### src/rtl/spq_pkg.sv
// Shared types and constants for the stable priority task queue.
// Used by spq_cell and stable_priority_task_queue_unit; depends on nothing.
package spq_pkg;

  localparam int PRI_BITS = 8;
  localparam int TAG_BITS = 8;
  localparam int OCC_BITS = 5;

  // Operation codes carried in the func field.
  localparam logic [1:0] FUNC_INSERT = 2'd0;
  localparam logic [1:0] FUNC_REMOVE = 2'd1;
  localparam logic [1:0] FUNC_SERVE  = 2'd2;

  typedef struct packed {
    logic [1:0]          func;
    logic [PRI_BITS-1:0] priority_req;
    logic [TAG_BITS-1:0] task_tag;
  } in_item_t;

  typedef struct packed {
    logic                served_valid;
    logic [TAG_BITS-1:0] served_tag;
    logic [PRI_BITS-1:0] served_priority;
    logic                remove_found;
    logic                insert_dropped;
    logic [OCC_BITS-1:0] occupancy;
  } out_item_t;

  // One queue entry as held by a cell.
  typedef struct packed {
    logic [PRI_BITS-1:0] pri_val;
    logic [TAG_BITS-1:0] tag_val;
  } entry_t;

  // What a cell loads at the next clock edge.
  typedef enum logic [1:0] {
    SEL_HOLD,
    SEL_LOAD,
    SEL_FROM_PREV,
    SEL_FROM_NEXT
  } cell_sel_t;

  // Local compare results a cell reports to the control logic.
  typedef struct packed {
    logic below;  // new priority is strictly higher, or the cell is empty
    logic hit;    // occupied and the tag matches
  } cell_flag_t;

endpackage

### src/rtl/spq_cell.sv
// One cell of the queue row: holds a single entry and compares it locally.
// Depends on spq_pkg.
module spq_cell import spq_pkg::*; (
  input  logic       clk,
  input  logic       occupied,
  input  entry_t     new_i,
  input  entry_t     prev_i,
  input  entry_t     next_i,
  input  cell_sel_t  sel,
  output entry_t     entry_o,
  output cell_flag_t flag_o
);

  entry_t entry_r;
  entry_t entry_nxt;

  always_comb begin
    unique case (sel)
      SEL_HOLD:      entry_nxt = entry_r;
      SEL_LOAD:      entry_nxt = new_i;
      SEL_FROM_PREV: entry_nxt = prev_i;
      SEL_FROM_NEXT: entry_nxt = next_i;
      default:       entry_nxt = entry_r;
    endcase
  end

  always_ff @(posedge clk) begin
    entry_r <= entry_nxt;
  end

  assign entry_o      = entry_r;
  assign flag_o.below = !occupied || (new_i.pri_val > entry_r.pri_val);
  assign flag_o.hit   = occupied && (new_i.tag_val == entry_r.tag_val);

endmodule

### src/rtl/stable_priority_task_queue_unit.sv
// Top level of the stable priority task queue: a row of spq_cell instances
// plus occupancy tracking and the registered result. Depends on spq_pkg, spq_cell.
//
//  Channel  Ports                     Handshake
//  -------  ------------------------  -----------------------------------------
//  input    start, busy, in_item      item taken at a clock edge with start=1,
//                                     busy=0
//  result   out_strobe, out_item      item shown for one cycle, out_strobe=1
//
// All cells compare against the incoming item in parallel and shift or load
// in the same edge, so a new item is accepted every cycle and busy stays low.
// The result item appears on the cycle after acceptance and is valid only
// while out_strobe is high. Reset (rst_n low, synchronous) empties the queue;
// the stored entries themselves are not cleared since only occupied cells
// are ever read.
// The receiver cannot stall, so no result is ever held back.
module stable_priority_task_queue_unit import spq_pkg::*; #(
  parameter int QUEUE_DEPTH = 16
) (
  input  logic      clk,
  input  logic      rst_n,
  input  logic      start,
  output logic      busy,
  input  in_item_t  in_item,
  output logic      out_strobe,
  output out_item_t out_item
);

  localparam int CNT_W = $clog2(QUEUE_DEPTH + 1);

  // Number of occupied cells; cells 0 to count-1 hold the queue in order.
  logic [CNT_W-1:0] count_r;
  logic [CNT_W-1:0] count_nxt;

  logic      out_strobe_r;
  out_item_t out_item_r;
  out_item_t out_item_nxt;

  entry_t     cell_q   [QUEUE_DEPTH];
  cell_flag_t cell_flag[QUEUE_DEPTH];
  cell_sel_t  cell_sel [QUEUE_DEPTH];

  logic [QUEUE_DEPTH-1:0] occupied;
  logic [QUEUE_DEPTH-1:0] below;
  logic [QUEUE_DEPTH-1:0] below_prev;
  logic [QUEUE_DEPTH-1:0] hit;
  logic [QUEUE_DEPTH-1:0] hit_first;
  logic [QUEUE_DEPTH-1:0] shift_up_mask;

  entry_t new_entry;
  logic   accept;
  logic   full;
  logic   empty;
  logic   found;
  logic   do_insert;
  logic   do_remove;
  logic   do_serve;

  // The block finishes every item in the cycle it is taken.
  assign busy   = 1'b0;
  assign accept = start && !busy;

  assign new_entry.pri_val = in_item.priority_req;
  assign new_entry.tag_val = in_item.task_tag;

  assign full  = (count_r == CNT_W'(QUEUE_DEPTH));
  assign empty = (count_r == '0);

  // Occupancy as a thermometer code: cell i is live when i < count.
  always_comb begin
    for (int i = 0; i < QUEUE_DEPTH; i++) begin
      occupied[i] = (CNT_W'(i) < count_r);
    end
  end

  // Gather the per-cell compare flags into vectors.
  always_comb begin
    for (int i = 0; i < QUEUE_DEPTH; i++) begin
      below[i] = cell_flag[i].below;
      hit[i]   = cell_flag[i].hit;
    end
  end

  // The queue is sorted by descending priority, so the "below" flags form a
  // contiguous run up to the end of the row; the new item lands at the first
  // cell of that run and every later cell takes its predecessor's entry.
  assign below_prev = {below[QUEUE_DEPTH-2:0], 1'b0};

  // A remove deletes the first matching entry. Isolating the lowest set bit
  // of the hit vector and subtracting one gives all cells ahead of it; the
  // complement is the run of cells that take their successor's entry.
  assign hit_first     = hit & (~hit + QUEUE_DEPTH'(1));
  assign shift_up_mask = ~(hit_first - QUEUE_DEPTH'(1));
  assign found         = |hit;

  assign do_insert = accept && (in_item.func == FUNC_INSERT) && !full;
  assign do_remove = accept && (in_item.func == FUNC_REMOVE) && found;
  assign do_serve  = accept && (in_item.func == FUNC_SERVE) && !empty;

  always_comb begin
    for (int i = 0; i < QUEUE_DEPTH; i++) begin
      cell_sel[i] = SEL_HOLD;
      if (do_insert && below[i]) begin
        cell_sel[i] = below_prev[i] ? SEL_FROM_PREV : SEL_LOAD;
      end else if (do_serve || (do_remove && shift_up_mask[i])) begin
        cell_sel[i] = SEL_FROM_NEXT;
      end
    end
  end

  always_comb begin
    count_nxt = count_r;
    if (do_insert) begin
      count_nxt = count_r + CNT_W'(1);
    end else if (do_remove || do_serve) begin
      count_nxt = count_r - CNT_W'(1);
    end
  end

  // The served entry is whatever sits in the head cell before the shift.
  always_comb begin
    out_item_nxt.served_valid    = do_serve;
    out_item_nxt.served_tag      = do_serve ? cell_q[0].tag_val : '0;
    out_item_nxt.served_priority = do_serve ? cell_q[0].pri_val : '0;
    out_item_nxt.remove_found    = do_remove;
    out_item_nxt.insert_dropped  = accept && (in_item.func == FUNC_INSERT) && full;
    out_item_nxt.occupancy       = OCC_BITS'(count_nxt);
  end

  genvar g;
  generate
    for (g = 0; g < QUEUE_DEPTH; g++) begin : g_cell
      entry_t prev_e;
      entry_t next_e;

      // The row ends feed back their own entry; the head's is never chosen, and the
      // tail's only when the tail cell is empty or is vacated by that shift.
      if (g == 0) begin : g_head
        assign prev_e = cell_q[g];
      end else begin : g_mid_prev
        assign prev_e = cell_q[g-1];
      end
      if (g == QUEUE_DEPTH - 1) begin : g_tail
        assign next_e = cell_q[g];
      end else begin : g_mid_next
        assign next_e = cell_q[g+1];
      end

      spq_cell u_cell (
        .clk      (clk),
        .occupied (occupied[g]),
        .new_i    (new_entry),
        .prev_i   (prev_e),
        .next_i   (next_e),
        .sel      (cell_sel[g]),
        .entry_o  (cell_q[g]),
        .flag_o   (cell_flag[g])
      );
    end
  endgenerate

  always_ff @(posedge clk) begin
    if (!rst_n) begin
      count_r      <= '0;
      out_strobe_r <= 1'b0;
    end else begin
      count_r      <= count_nxt;
      out_strobe_r <= accept;
    end
  end

  always_ff @(posedge clk) begin
    out_item_r <= out_item_nxt;
  end

  assign out_strobe = out_strobe_r;
  assign out_item   = out_item_r;

endmodule

### config.mk
export PLATFORM = sky130hd
export DESIGN_NAME = stable_priority_task_queue_unit
export DESIGN_NICKNAME = d
export VERILOG_FILES = /design/src/rtl/spq_pkg.sv /design/src/rtl/spq_cell.sv /design/src/rtl/stable_priority_task_queue_unit.sv
export SDC_FILE = /design/constraint.sdc
export NUM_CORES = 1
export LEC_CHECK = 0
export BUFFER_PORTS_ARGS = -buffer_cell sky130_fd_sc_hd__clkbuf_2
export CAP_MARGIN = 10
export CORE_MARGIN = 4
export CORE_UTILIZATION = 25
export DETAILED_ROUTE_END_ITERATION = 10
export GPL_TIMING_DRIVEN = 0
export PLACE_DENSITY = 0.42
export SLEW_MARGIN = 40
export SYNTH_ARGS = -nofsm -noshare
export SYNTH_HDL_FRONTEND = slang
export SYNTH_HIERARCHICAL = 1
export SYNTH_SLANG_ARGS = --single-unit
### constraint.sdc
create_clock -name clk -period 9.62 [get_ports clk]
set_input_delay 1.924 -clock clk [delete_from_list [all_inputs] [get_ports clk]]
set_output_delay 1.924 -clock clk [all_outputs]
set_load 0.01 [all_outputs]
==> flow_summary.toml <==
[status]
outcome = "completed"

[die]
dieArea_um2 = 84200
initial_utilization_pct = 25.2
core_area_um2 = 79000
die_y_um = 290
boundaryPins = 47
dieWidth_um = 290
rows = 103

[pwr]
powerDensity_nw_per_um2 = 193
leakagePower_nw = 8.85
switching_share_pct = 33.5
seqPwrFrac_pct = 42.2
intPower_w = 0.00291
power.clock.fraction_pct = 32.7
p_comb_share_pct = 25.1
ir_drop_mv = 0.105
netSwitchingPower_w = 0.00147

[place]
gp_congestion = 0.832
dp_hpwl_um = 49600
io_buffers = 45
post-place-ws_ns = 3.34

[timing]
setup_viol = 0
tightest_slew_ns = 0.855
max_freq_ghz = 0.174
setup_ws_ns = 3.88
rsz0062_at_grt = "no"
relSlewSlack_pct = 42.8
drv_slew = 0
period_needed_ns = 5.74
fin_skew_ns = 0.0269
finalSetupTns_ns = 0
fin_crit_sh_pct = 59.6
finalHoldViolations = 0

[synth]
async_flop_share_pct = 0
postSynthAreaPerCell_um2 = 9.92
synth_edf_count = 256
syn_area_um2 = 19900
synth_cell_types = 53
ys.flop_type = "edfxtp_1"
synth_cells = 2007
synth-seq-cells = 286
yosysSeqAreaShare_pct = 41.6
synth_warnings = 6
syn-num-nets = 2159

[clocking]
cts_sinks = 286
clkLatencyLatePin_ns = 0.56
numCtsBuffers = 38
clk_pin_slew_ns = 0.06
cts_tree = "yes"
postCtsHoldBufs = 0
cts_resized = 0
cts-root-buf = "clkbuf_16"
post_cts_buffers = 0
cts_htree_levels = 2
clock_path_buffers = 3

[cells_and_area]
nNetsFinal = 2244
mostFrequentLayoutCells = "294 x a21oi_1, 269 x nor2_1, 259 x mux2i_1, 256 x edfxtp_1, 139 x inv_1"
layout_commonest_cell = "a21oi_1"
areaGrowthSynthToFinish_pct = 14.1
drive_gt1_share_pct = 10.5

[route]
avgViaCountPerCell = 4.88
drt_iter0_markers = 1311
dr.pass1.iters = 5
via_count = 15500
antenna_left = 0
routed_wl_um = 68200
drcViolationCount = 0
wl_per_cell_um = 21.5

[flow_run]
maxCapViolations = 0

[worst_setup_path]
cp-start-kind = "input pin"
required_ns = 9.88
cp.arrival_ns = 5.99
cp_max_fo = 32
end_kind = "register"
path_class = "in -> reg"
r2r_slack_ns = 4.49

[global_route]
grt_pass1_wl_um = 102000
grt_usage_pct = 15.7
grt_pass1_vias = 15500
grt_max_degree = 33
grt.overflow.total = 0
antenna_found_initial = 1

[min_path]
hold_path.class = "reg -> reg"
## worst paths after layout
path                                         startpoint                                     to  cells after the start
hold reg to reg   g_cell[0].u_cell/entry_o[1]$_DFFE_PP_                out_item[16]$_SDFF_PN0_                      1
hold / removal    g_cell[0].u_cell/entry_o[1]$_DFFE_PP_                out_item[16]$_SDFF_PN0_                      1
setup / recovery                             in_item[4]  g_cell[2].u_cell/entry_o[1]$_DFFE_PP_                     15
setup reg to reg                  count_r[3]$_SDFF_PN0_  g_cell[2].u_cell/entry_o[1]$_DFFE_PP_                     16
## logic make-up (layout without fill, tap and decap cells)
| family | count (synthesis) | in the layout | share of synthesized area [%] |
|---|---|---|---|
| AOI/OAI and AO/OA | 414 | 414 | 11.5 |
| xor gates and xnor gates | 131 | 131 | 5.76 |
| adders and majority gates | 131 | 131 | 8.23 |
| buffers and inverters | 255 | 366 | 7.16 |
| DFF | 286 | 286 | 41.6 |
| muxes | 260 | 260 | 13.1 |
| other | 1 | 2 | 0.0188 |
| and+or+nand+nor | 529 | 529 | 12.6 |
## power by group through the flow
| stage | combinational (W) | sequential (W) | clock, W |
|---|---|---|---|
| final | 0.00110 | 0.00185 | 0.00143 |
| after global routing | 0.00123 | 0.00187 | 0.00152 |
| after CTS | 0.00110 | 0.00185 | 0.00147 |
| after detailed placement | 0.00110 | 0.00187 | 0 |
| after global placement | 0.00107 | 0.00187 | 0 |
| after floorplan | 0.000805 | 0.00173 | 0 |
## cell usage after synthesis, types with 30 or more instances
library cell	count	area share, %
nor2_1	269	5.1
dfxtp_1	30	3.0
and3_1	34	1.1
a21oi_1	294	7.4
buf_2	52	1.3
nand2_1	39	0.74
mux2i_1	259	13
xnor2_1	81	3.6
xor2_1	50	2.2
edfxtp_1	256	39
nor2b_1	50	1.6
inv_1	139	2.6
nand4_1	32	1.0
ha_1	131	8.2
## critical path, stage by stage
cell and delay, ns:
clkbuf_4 0.52, xnor2_1 0.18, nand4_1 0.13, nor4_1 0.07, and3_1 0.19, or4_1 0.49
buf_2 0.19, nor4_4 0.39, a31oi_2 0.24, buf_2 0.27, a221oi_1 0.38, a31oi_1 0.10
buf_6 0.20, buf_12 0.15, or2_2 0.46
## per-layer routing
| layer | track usage (%) | part of all wire [%] |
|---|---|---|
| met1 | 22.6 | 49 |
| met2 | 24.3 | 44 |
| met3 | 2.06 | 4.2 |
| met4 | 5.04 | 3.0 |
| met5 | 0 | 0.019 |
## registers in the layout, indices dropped and copies added, names as in the netlist
name	flops
out_item	24
count_r	5
out_strobe	1
g_cell.u_cell/entry_o	256
## layout make-up
cell class	count	area [um2]
fillers	8229	56300
multi-input cells	1466	10200
flip-flops and latches	286	8290
well taps	1050	1310
clock buffers	56	1120
plain buffers	115	902
inverters	140	526
repair buffers	45	265
clock inverters	10	101
diodes	1	2.50
## stage by stage
step | instance area [um2] | hold slack [ns] | total power [W] | instances | utilization, %
finish | 22700 | 0.609 | 0.00438 | 3169 | 28.8
global route | 22700 | 0.647 | 0.00461 | 3168 | 28.8
CTS | 22700 | 0.620 | 0.00442 | 3168 | 28.8
detailed placement | 21500 | 0.601 | 0.00297 | 3102 | 27.2
global placement | 21500 | 0.606 | 0.00294 | 3102 | 27.2
floorplan | 19900 | 0.518 | 0.00253 | 2007 | -
No activity file was read; power rests on OpenSTA's default activity.
